==> config.mk <==
export PLATFORM = sky130hd
export DESIGN_NAME = swac_ram
export DESIGN_NICKNAME = d
export VERILOG_FILES = /design/src/hdl/swac_ram.sv
export SDC_FILE = /design/constraint.sdc
export NUM_CORES = 2
export LEC_CHECK = 0
export BUFFER_PORTS_ARGS = -buffer_cell sky130_fd_sc_hd__buf_2
export CAP_MARGIN = 20
export CORE_AREA = 2 2 396 398
export CTS_CLUSTER_SIZE = 14
export DETAILED_ROUTE_END_ITERATION = 10
export DIE_AREA = 0 0 398 400
export HOLD_SLACK_MARGIN = 0.12
export PLACE_DENSITY = 0.66
export SYNTH_ARGS = -nofsm -noshare
export SYNTH_HDL_FRONTEND = slang
export SYNTH_SLANG_ARGS = --single-unit
==> constraint.sdc <==
create_clock -name clk -period 9.5 [get_ports clk]
set_input_delay 0.95 -clock clk [delete_from_list [all_inputs] [get_ports clk]]
set_output_delay 0.95 -clock clk [all_outputs]
set_load 0.01 [all_outputs]
==> src/hdl/swac_ram.sv <==
module swac_ram #(
  parameter int WIDTH = 32,
  parameter int DEPTH = 64
) (
  input  logic                     clk,
  input  logic                     we,
  input  logic [$clog2(DEPTH)-1:0] waddr,
  input  logic [WIDTH-1:0]         wdata,
  input  logic [$clog2(DEPTH)-1:0] raddr,
  output logic [WIDTH-1:0]         rdata
);

  logic [WIDTH-1:0] mem [DEPTH];
  logic [WIDTH-1:0] rdata_r;

  always_ff @(posedge clk) begin
    if (we) begin
      mem[waddr] <= wdata;
    end
    rdata_r <= mem[raddr];
  end

  assign rdata = rdata_r;

endmodule

==> summary.md <==
| Metric | Value |
|---|---|
| Routed WL per cell | ~33 um |
| Slew HR | 29.1% |
| CP Class | in -> reg |
| Routability cong. | 0.767 |
| Peak VDD IR | 0.000197 V |
| TritonCTS clock tree | done |
| Share of flip-flops with an asynchronous set or reset | 0% |
| Min Hold Slack | a little over 400 ps |
| Crit path max fanout | 64 |
| Critical path required time | 10,180 ps |
| Vias | 36,912 |
| Synth top area share | 78.3% |
| YS warnings | 0 |
| Starting DRT DRC Count | ~4,600 |
| Worst-path clk slew | around 60 ps |
| Cell Pwr Density | 213 nW/um^2 |
| Hold_buf cts | 0 |
| Most common cell in the netlist | edfxtp_1 |
| Worst slew pin tran | around 1100 ps |
| Final ANT Viol Nets | 0 |
| Remaining DRCs | 0 |
| Avg Cell Area, Syn | 23.6 um^2 |
| Final nets | 3,596 |
| Clock Path Buffers | 3 |
| Sum Neg Setup Slack | 0 ps |
| Overall global routing resource usage | 24.6% |
| Post-layout util | 57.4% |
| Crit path DAT | about 4200 ps |
| Cell variety after synth | 34 |
| Post-Syn Area | 78,500 um^2 |
| Max-cap violations | 0 |
| Layout cell share with drive strength beyond 1 | 29.8% |
| I/O Pins | 78 |
| Gate count of the mapped netlist | ~3,300 |
| Post-detail-place hpwl | slightly below 100,000 um |
| Critical Path Start Type | input port |
| Initial antenna violation count | 13 |
| Cts repair resizes | 0 |
| Status | complete, no violations |
| Post-synth EDFFs | 2,048 |
| Row Count | 145 |
| CP Capture Type | flip-flop |
| First-pass GRT wire length | 274,000 um |
| LEAKAGE | roughly 28 nW |
| Fillers | 11,075 |
| Comb power frac | 4.7% |
| Largest net degree at the start of global routing | around 110 |
| Core area | 155,000 um^2 |
| Register area | slightly above 60,000 um^2 |
| Chip height | about 400 um |
| Final Max Tran Viols | 0 |
| Setup bufs post-CTS | 0 |
| Seq/Total Area, Yosys | roughly four fifths |
| Setup skew after layout | between 20 and 25 ps |
| Min cycle time layout | 3560 ps |
| Final setup viols | 0 |
| Synth area leaders | edfxtp_1 (78%), mux4_2 (16%), mux2i_1 (1.2%) |
| Die ar. | between 150,000 and 200,000 um^2 |
| Hold Vio Cnt, Final | 0 |
| Fmax | 281 MHz |
| Net Sw Frac | 21.0% |
| Drt via density | 6.38 |
| Pre-antenna DRT Iters | 7 |
| Multi-input logic area | 16,000 um^2 |
| Die W | 398 um |
| Clock Tree Root | clkbuf_16 |
| Number of global-route vias before repair | 36,562 |
| Clock power frac | 41.4% |
| CTS Sinks | 2,080 |
| Cts bufs inserted | 202 |
| Seq pwr share | between 50% and 60% |
| # port buffers | 77 |
| Starting density of the core | around 51% |
| Syn_nets | 3,370 |
| P_sw | 3.97 mW |
| RSZ-0062 raised after global routing | false |
| Worst Hold Class | in -> reg |
| Drt total wl | 194,000 um |
| Top FF cell, synth | edfxtp_1 |
| Synth top cells by count | edfxtp_1 (2,048), mux4_2 (544), nor2_1 (137), mux2i_1 (93), o22ai_1 (84) |
| Area leader, netlist | edfxtp_1 |
| Synth Register Bits | 2,080 |
| Int Pwr | about 15 mW |
| Power, Total | 18.9 mW |
| Skew-Pair Late Insertion Delay | 830 ps |
| Final period util | roughly 37% |
| Area growth syn-to-layout | 13.4% |
| GRT overflow | 0 |
| CTS HTree Levels | 4 |
==> cells by family after synthesis <==
family	synth area share, %
compound gates	1.67
simple gates	1.27
flops	79.1
buf+inv	1.13
mux	16.8
==> placed cells by master (no fill, tap or decap), types with 7 or more instances in the layout <==
| cell type | netlist | final |
|---|---|---|
| buf_4 | 25 | 94 |
| nor2_4 | 0 | 62 |
| edfxtp_1 | 2048 | 2048 |
| clkinv_8 | 0 | 7 |
| clkbuf_1 | 74 | 55 |
| clkinv_1 | 0 | 29 |
| nand2b_1 | 8 | 7 |
| a22oi_1 | 12 | 12 |
| clkinv_2 | 0 | 36 |
| buf_12 | 0 | 31 |
| nor2_1 | 137 | 74 |
| dfxtp_1 | 32 | 32 |
| o22ai_1 | 84 | 84 |
| mux2i_1 | 93 | 93 |
| mux4_2 | 544 | 544 |
| nand2_1 | 26 | 26 |
| nor2b_1 | 15 | 14 |
| o221ai_1 | 27 | 27 |
| clkbuf_16 | 0 | 204 |
| buf_2 | 57 | 73 |
| clkbuf_8 | 0 | 20 |
| a311oi_1 | 8 | 8 |
| bufinv_16 | 0 | 13 |
| a21oi_1 | 62 | 62 |
==> power groups by stage <==
stage	clock network, mW	registers (mW)	logic [mW]
2_1_floorplan	0	10.4	0.494
6_report	7.84	10.2	0.898
3_3_place_gp	0	10.4	0.867
5_1_grt	8.28	10.2	0.955
3_5_place_dp	0	10.4	0.878
4_1_cts	7.94	10.2	0.880
==> through the flow <==
stage / setup WS [ps] / cell area [um^2] / instances
after floorplan: 5390 / 78500 / 3324
after global placement: 4920 / 81900 / 5376
after detailed placement: 4930 / 81900 / 5376
after CTS: 5810 / 88400 / 5752
after global routing: 5740 / 89000 / 5780
final: 5940 / 89000 / 5785
==> per-layer routing <==
metal	track usage [%]	vias to the layer above	part of all wire, %
met3	4.67	252	9.5
met4	6.09	6	2.1
li1	-	14733	-
met5	0	-	0.017
met1	36.8	20081	41
met2	38.1	1840	48
==> state kept, by name, summed over array words and instances, names as in the netlist <==
| signal | flops |
|---|---|
| mem | 2048 |
| rdata | 32 |
==> cell type report <==
cell class	instances	area share [%]
Timing Repair Buffer	204	2.03
Multi-Input combinational cell	1062	17.9
Clock inverter	97	1.03
Antenna cell	5	0.0141
Sequential cell	2080	69.8
Clock buffer	279	6.28
Tap cell	2058	2.89
==> worst paths after layout <==
check                           slack, ps  cells after the start                     to                  start
worst max-delay path                 5940                      6       rdata[5]$_DFF_P_               raddr[0]
worst min-delay path                  410                      1  mem[46][22]$_DFFE_PP_              wdata[22]
worst max register to register       7160                      4      rdata[11]$_DFF_P_  mem[13][11]$_DFFE_PP_
worst min register to register        820                      4       rdata[4]$_DFF_P_   mem[13][4]$_DFFE_PP_
==> critical path, stage by stage <==
cell     delay [ps]
buf_8           580
buf_4           680
mux4_2          600
mux4_2          480
o22ai_1         740
nor2_1          100
Power figures use the tool's default switching activity.
