## src/hdl/swac_pkg.sv

```systemverilog
package swac_pkg;

  // Operand selection for the shared bit-serial multiplier.
  typedef enum logic [3:0] {
    OP_XX  = 4'd0,
    OP_OXX = 4'd1,
    OP_YY  = 4'd2,
    OP_OYY = 4'd3,
    OP_XY  = 4'd4,
    OP_OXY = 4'd5,
    OP_SXX = 4'd6,
    OP_SYY = 4'd7,
    OP_SXY = 4'd8,
    OP_NXX = 4'd9,
    OP_NYY = 4'd10,
    OP_NXY = 4'd11,
    OP_AB  = 4'd12,
    OP_CC  = 4'd13
  } op_t;

  typedef struct packed {
    logic start;
  } mul_ctl_t;

  typedef struct packed {
    logic busy;
    logic done;
  } mul_stat_t;

  // Search covers result bits 15 down to 0; bit 15 alone means 1.0.
  localparam int unsigned RES_BITS = 16;
  localparam int unsigned FRAC_SHIFT = 30;

endpackage

```

## src/hdl/swac_mul.sv

```systemverilog
module swac_mul #(
  parameter int W = 8
) (
  input  logic                 clk,
  input  logic                 rst_n,
  input  swac_pkg::mul_ctl_t   ctl,
  input  logic [W-1:0]         a,
  input  logic [W-1:0]         b,
  output swac_pkg::mul_stat_t  stat,
  output logic [2*W-1:0]       p
);
  import swac_pkg::*;

  // Shift-add: one multiplier bit per cycle, stops once the rest is zero.
  logic           busy_r;
  logic [2*W-1:0] a_r;
  logic [W-1:0]   b_r;
  logic [2*W-1:0] acc_r;

  always_ff @(posedge clk) begin
    if (!rst_n) begin
      busy_r <= 1'b0;
    end else if (ctl.start) begin
      busy_r <= 1'b1;
    end else if (busy_r && b_r == '0) begin
      busy_r <= 1'b0;
    end
  end

  always_ff @(posedge clk) begin
    if (ctl.start) begin
      a_r   <= (2*W)'(a);
      b_r   <= b;
      acc_r <= '0;
    end else if (busy_r && b_r != '0) begin
      if (b_r[0]) begin
        acc_r <= acc_r + a_r;
      end
      a_r <= a_r << 1;
      b_r <= b_r >> 1;
    end
  end

  assign stat.busy = busy_r;
  assign stat.done = busy_r && (b_r == '0);
  assign p         = acc_r;

endmodule
```

## config.mk

```make
export PLATFORM = sky130hd
export DESIGN_NAME = swac_mul
export DESIGN_NICKNAME = d
export VERILOG_FILES = /design/src/hdl/swac_pkg.sv /design/src/hdl/swac_mul.sv
export SDC_FILE = /design/constraint.sdc
export NUM_CORES = 1
export LEC_CHECK = 0
export BUFFER_PORTS_ARGS = -buffer_cell sky130_fd_sc_hd__buf_2
export CORE_ASPECT_RATIO = 0.8
export CORE_MARGIN = 2
export CORE_UTILIZATION = 60
export CTS_CLUSTER_DIAMETER = 30
export CTS_CLUSTER_SIZE = 20
export DETAILED_ROUTE_END_ITERATION = 16
export PLACE_DENSITY = 0.84
export SYNTH_ARGS = -nofsm -noshare
export SYNTH_HDL_FRONTEND = slang
export SYNTH_SLANG_ARGS = --single-unit
```

## constraint.sdc

```tcl
create_clock -name clk -period 5.2 [get_ports clk]
set_input_delay 0.78 -clock clk [delete_from_list [all_inputs] [get_ports clk]]
set_output_delay 0.78 -clock clk [all_outputs]
set_load 0.005 [all_outputs]
```

==> metrics.yaml, run 1 <==
ys.flop_type: "dfxtp_1"
area_growth_syn_to_layout_pct: 12.2
start_util: 0.621
crit_arrival_ns: 2.40
hpwlAfterDp_mm: 3.50
syn_area_per_cell_um2: 10.1
worstMarginPinSlew_ns: 0.729
synth_area_leaders: "dfxtp_1, edfxtp_1, ha_1, mux2_2, a21oi_1"
cp.required_ns: 5.14
cts.sinks: 41
crit_path_start: "ctl"
synth_commonest_cells: "dfxtp_1, nand2_1, a21oi_1, edfxtp_1, ha_1"
nNetsFinal: 301
drive_gt1_frac: 0.258
synth_cells: 232
setup_viol: 0
max_cap_violations: 0
pin_count: 37
antenna_found_initial: 0
path_delay_family: "buffers and inverters"
finalSetupTns_ns: 0
drt_wl_total_mm: 4.85
cpPeakStageDelay_ns: 0.62
core_um2: 3750
fmax_ghz: 0.407
drcViolationCount: 0
diodes: 0
viasPerCell: 6.04
slew_violations: 0
clk_path_buf_depth: 2
worstPathMaxFanout: 38
cp_cell_sequence: "buf_2 > inv_1 > nand2_1"
clk_latency_ns: 0.31
grt_use_total: 0.239
finalWeightedCongestion: 0.881
postCtsResizedCells: 0
nFillCells: 287
port_buffers: 36
placedCellCount: 303
endpoint: "b_r[1]"
path_clk_slew_ns: 0.08
hold_viol: 0
hold_path_class: "flop to flop"
power_density_nw_per_um2: 273
crit_cells: 3
final_antenna_net_count: 0
htreeDepth: 2
yosysTopAreaCell: "dfxtp_1"
grt_start_max_net_pins: 39
die_y_um: 59.8
max_slew_margin: 0.514
power_leakage_nw: 1.13
worst_hold_slack_ns: 0.479
ir_drop_uv: 228
cts_tree: "yes"
period_needed_ns: 2.46
synth_edf_count: 16
yosysTopAreaCellShare: 0.215
synth.most_common_cell: "dfxtp_1"
reg2reg_to: "p[14]"
syn_nets: 267
std_cell_rows: 20
crit_slowest_cell: "nand2_1"
cts_root_buffer: "clkbuf_8"
postCtsSetupBuffers: 0
dieArea_um2: 4400
async_flop_share: 0
yosysWarnings: 0
drt-pass1-iter-count: 4
path_class: "input pin to flop"
start_kind: "input pin"
cts_buffers: 5
wl_per_cell_um: 15.6
via_count: 1878
reg2reg_slack_ns: 3.00
path_buf_inv: 2
grt-ovfl-total: 0
seq_area_frac_synth: 0.421
die_x_um: 73.7
ys_ff_latch: 41
rsz0062_at_grt: "false"
grt_pass1_vias: 1722
grt_pass1_wl_mm: 7.89
r2r-start: "a_r[0]"
pre_cts_ws_ns: 2.40
syn_area_um2: 2330
cp-end-kind: "flop"
drt_iter0_markers: 131
ff2ff_path_depth: 7
fin_ws_ns: 2.74
cts_hold_buf: 0
synth.distinct_cells: 49
timing.final.crit_share: 0.473
fin_skew_ns: 0.00862
status: "completed"
fin_cells: 311
## area by class of cell
cell class,count,area [um2],share of cell area
clock inverters,3,21.3,0.00813
multi-input cells,177,1290,0.494
repair buffers,36,180,0.0688
inverters,5,18.8,0.00717
well taps,44,55.1,0.0210
flip-flops and latches,41,981,0.375
clock buffers,5,68.8,0.0263
## where the power goes
group          total [mW]  switching (mW)  internal (mW)
clock network       0.220           0.124         0.0953
logic               0.122          0.0686         0.0537
registers           0.374          0.0156          0.358
## kinds of logic (layout without fill, tap and decap cells)
family / count (synthesis) / after routing / synth area share
buf+inv: 14 / 49 / 0.0252
fa+ha+maj: 16 / 16 / 0.0891
flops: 41 / 41 / 0.421
compound gates: 60 / 60 / 0.182
simple gates: 71 / 71 / 0.151
xor+xnor: 8 / 8 / 0.0300
mux: 22 / 22 / 0.102
## placed cells by master, fill, tap and decap left out, types with 2 or more instances in the layout
cell / synthesis / routed
buf_2: 2 / 36
dfxtp_1: 25 / 25
nand2_1: 23 / 23
a21oi_1: 18 / 18
edfxtp_1: 16 / 16
ha_1: 15 / 15
mux2_2: 14 / 14
nor2_1: 14 / 14
nand3_1: 9 / 9
mux2i_1: 8 / 8
and3_1: 7 / 7
inv_1: 5 / 5
xor2_1: 5 / 5
o21ai_1: 5 / 5
clkbuf_8: 0 / 5
and2_1: 4 / 4
a211oi_1: 4 / 4
o211ai_1: 4 / 4
o21ai_0: 4 / 4
nor4_1: 3 / 3
xnor2_1: 3 / 3
o21a_1: 3 / 3
o2111ai_1: 3 / 3
a31oi_1: 3 / 3
or3_1: 3 / 3
o21bai_1: 2 / 2
a311o_1: 2 / 2
## layer usage
metal | GRT usage | routed length, um | up-vias
met5 | 0 | 0 | -
met4 | 0.104 | 84 | 0
met3 | 0.0641 | 247 | 9
met2 | 0.355 | 2080 | 48
met1 | 0.330 | 2430 | 881
li1 | - | - | 940
## worst min-delay path: cells and delay by family, from the launching register on
family / cells / cell delay, ns
AO/OA/AOI/OAI: 1 / 0.05
flip-flops: 1 / 0.33
AND/OR/NAND/NOR: 1 / 0.06
## worst min path at each step
stage	start	endpoint	slack, ns	depth (start not counted)
after CTS	p[0]	p[0]	0.48	2
after floorplan	p[3]	p[3]	0.46	2
final	p[0]	p[0]	0.48	2
after global placement	p[8]	p[8]	0.46	2
after global routing	p[4]	p[4]	0.51	2
after detailed placement	p[0]	p[0]	0.47	2
## stage by stage
stage	area, um2	utilization	power (mW)
2_1_floorplan	2330	-	0.469
3_3_place_gp	2530	0.673	0.497
3_5_place_dp	2530	0.673	0.502
4_1_cts	2620	0.697	0.717
5_1_grt	2620	0.697	0.745
6_report	2620	0.697	0.716
## registers in the layout, indices dropped and copies added, names as in the netlist
signal	count
p	16
a_r	16
busy_r	1
b_r	8
(Power assumes the default switching activity.)
==> inputs of run 2 (changes only) <==
--- a/config.mk
+++ b/config.mk
@@ -8,11 +8,11 @@
 export BUFFER_PORTS_ARGS = -buffer_cell sky130_fd_sc_hd__buf_2
 export CORE_ASPECT_RATIO = 0.8
 export CORE_MARGIN = 2
-export CORE_UTILIZATION = 60
+export CORE_UTILIZATION = 56
 export CTS_CLUSTER_DIAMETER = 30
 export CTS_CLUSTER_SIZE = 20
 export DETAILED_ROUTE_END_ITERATION = 16
-export PLACE_DENSITY = 0.84
+export PLACE_DENSITY = 0.79
 export SYNTH_ARGS = -nofsm -noshare
 export SYNTH_HDL_FRONTEND = slang
 export SYNTH_SLANG_ARGS = --single-unit
==> constraint.sdc (replaced) <==
create_clock -name clk -period 2.35 [get_ports clk]
set_input_delay 0.3525 -clock clk [delete_from_list [all_inputs] [get_ports clk]]
set_output_delay 0.3525 -clock clk [all_outputs]
set_load 0.005 [all_outputs]
==> run 2 against run 1 <==
Compared with the run above:
- register-to-register slack got worse by 2.8 ns
- utilization decreased by 1.0 points
- final cell count increased by 4.8%
- critical endpoint is now p[12]
- largest cell class unchanged
- largest power group unchanged
- highest routed layer unchanged
==> metrics.yaml, run 2 (same netlist as run 1, synthesis figures left out) <==
core_um2: 3900  # was 3750 um2
start_util: 0.597  # was 0.621
grt-ovfl-total: 0  # unchanged
drcViolationCount: 0  # unchanged
finalWeightedCongestion: 0.926  # was 0.881
fmax_ghz: 0.459
die_y_um: 61.7  # was 59.8 um
crit_arrival_ns: 2.38  # was 2.40 ns
grt_start_max_net_pins: 18  # was 39
cp_cell_sequence: "ha_1 > fa_1 > a21oi_1 > o211ai_1 > nand3_1 > a2111oi_2 > a311o_1"  # was buf_2 > inv_1 > nand2_1
clk_path_buf_depth: 2  # unchanged
setup_viol: 0  # unchanged
antenna_found_initial: 0  # unchanged
diodes: 0  # unchanged
viasPerCell: 5.92  # was 6.04
final_common_cell: "buf_2"  # unchanged
postCtsResizedCells: 0  # unchanged
timing.final.crit_share: 0.927
period_needed_ns: 2.18
ir_drop_uv: 382  # was 228 uV
wl_per_cell_um: 15.5  # was 15.6 um
grt_use_met3: 0.0491  # was 0.0641
start_kind: "flop"  # was input pin
power_density_nw_per_um2: 627  # was 273 nW/um2
hold_path_class: "input pin to flop"  # was flop to flop
cts_tree: "yes"  # unchanged
grtUsageMet2: 0.370  # was 0.355
top_usage_layer: "met2"  # unchanged
dieArea_um2: 4700  # was 4400 um2
status: "completed"  # unchanged
pin_count: 37  # unchanged
nNetsFinal: 305  # was 301
via_count: 1930  # was 1878
path_clk_slew_ns: 0.08  # about the same
grt_pass1_wl_mm: 8.42  # was 7.89 mm
hold_viol: 0  # unchanged
max_cap_violations: 0  # unchanged
drt_iter0_markers: 203  # was 131
layout_common_cells: "buf_2, dfxtp_1, nand2_1, a21oi_1, edfxtp_1"  # unchanged
cts_buffers: 5  # unchanged
cts_hold_buf: 0  # unchanged
die_x_um: 76.2  # was 73.7 um
worst_hold_slack_ns: 0.243  # was 0.479 ns
fin_skew_ns: 0.00840  # was 0.00862 ns
port_buffers: 36  # unchanged
cp-end-kind: "flop"  # unchanged
rsz0062_at_grt: "false"  # unchanged
cpPeakStageDelay_ns: 0.42  # was 0.62 ns
cts.sinks: 41  # unchanged
max_slew_margin: 0.607  # was 0.514
worstPathMaxFanout: 3  # was 38
pre_cts_ws_ns: 0.204  # was 2.40 ns
slew_violations: 0  # unchanged
multi_input_area_um2: 1290  # unchanged
finalSetupTns_ns: 0  # unchanged
power_leakage_nw: 1.16  # was 1.13 nW
worstMarginPinSlew_ns: 0.590  # was 0.729 ns
htreeDepth: 2  # unchanged
cts_root_buffer: "clkbuf_8"  # unchanged
dpl_cell_area_um2: 2570  # was 2530 um2
ff2ff_path_depth: 7  # unchanged
final_antenna_net_count: 0  # unchanged
seq_area_um2: 981  # unchanged
fin_ws_ns: 0.171  # was 2.74 ns
grt_pass1_vias: 1725  # was 1722
grt_use_total: 0.233  # was 0.239
drive_gt1_frac: 0.266  # was 0.258
hpwlAfterDp_mm: 3.77  # was 3.50 mm
area_growth_syn_to_layout_pct: 15.0  # was 12.2%
clk_latency_ns: 0.30  # was 0.31 ns
drt-pass1-iter-count: 4  # unchanged
hold_path_depth: 2  # unchanged
postCtsSetupBuffers: 0  # unchanged
gr-usage-met1: 0.329  # was 0.330
crit_slowest_cell: "fa_1"  # was nand2_1
path_class: "flop to flop"  # was input pin to flop
cp.required_ns: 2.55  # was 5.14 ns
nFillCells: 327  # was 287
std_cell_rows: 20  # unchanged
drt_wl_total_mm: 5.04  # was 4.85 mm
finalInstanceArea_um2: 2680  # was 2620 um2
run 2: cell types whose count changed in the layout (fill, tap and decap cells not counted), sizes merged:
cell      delta
buf          +4
inv          -1
clkinvlp     -1
clkbuf       +1
bufinv       +1
run 2: power breakdown:
part / leakage (nW) / total (mW) / switching [mW] / internal, mW
Sequential: 0.365 / 0.827 / 0.0352 / 0.792
Clock: 0.0554 / 0.577 / 0.258 / 0.319
Combinational: 0.735 / 0.279 / 0.155 / 0.124
run 2: layer usage:
metal	wire length, um	vias up	part of all wire
met2	2180	56	0.43
li1	-	955	-
met5	0	-	0
met1	2490	914	0.49
met3	316	5	0.063
met4	50	0	0.0099
run 2: worst max-delay path: cells and delay by family, from the launching register on:
kind	cells	cell delay, ns
compound gates	4	0.87
fa+ha+maj	2	0.66
flops	1	0.39
simple gates	1	0.17
run 2: area by class of cell:
type | instances | area share
clock inverter | 2 | 0.0145
tap | 55 | 0.0257
sequential | 41 | 0.366
clock buffer | 6 | 0.0271
multi-input combinational | 177 | 0.482
inverter | 5 | 0.00700
timing repair buffer | 40 | 0.0784
run 2: final timing paths:
kind	start	endpoint	slack [ns]
setup / recovery	a_r[0]	p[12]	0.17
hold / removal	rst_n	busy_r	0.24
setup reg to reg	a_r[0]	p[12]	0.17
hold reg to reg	p[8]	p[8]	0.48
run 2: through the flow:
stage / total power, mW / instances / utilization
final: 1.68 / 326 / 0.687
after global routing: 1.75 / 326 / 0.687
after CTS: 1.69 / 326 / 0.687
after detailed placement: 1.12 / 318 / 0.659
after global placement: 1.11 / 318 / 0.659
after floorplan: 1.04 / 232 / -
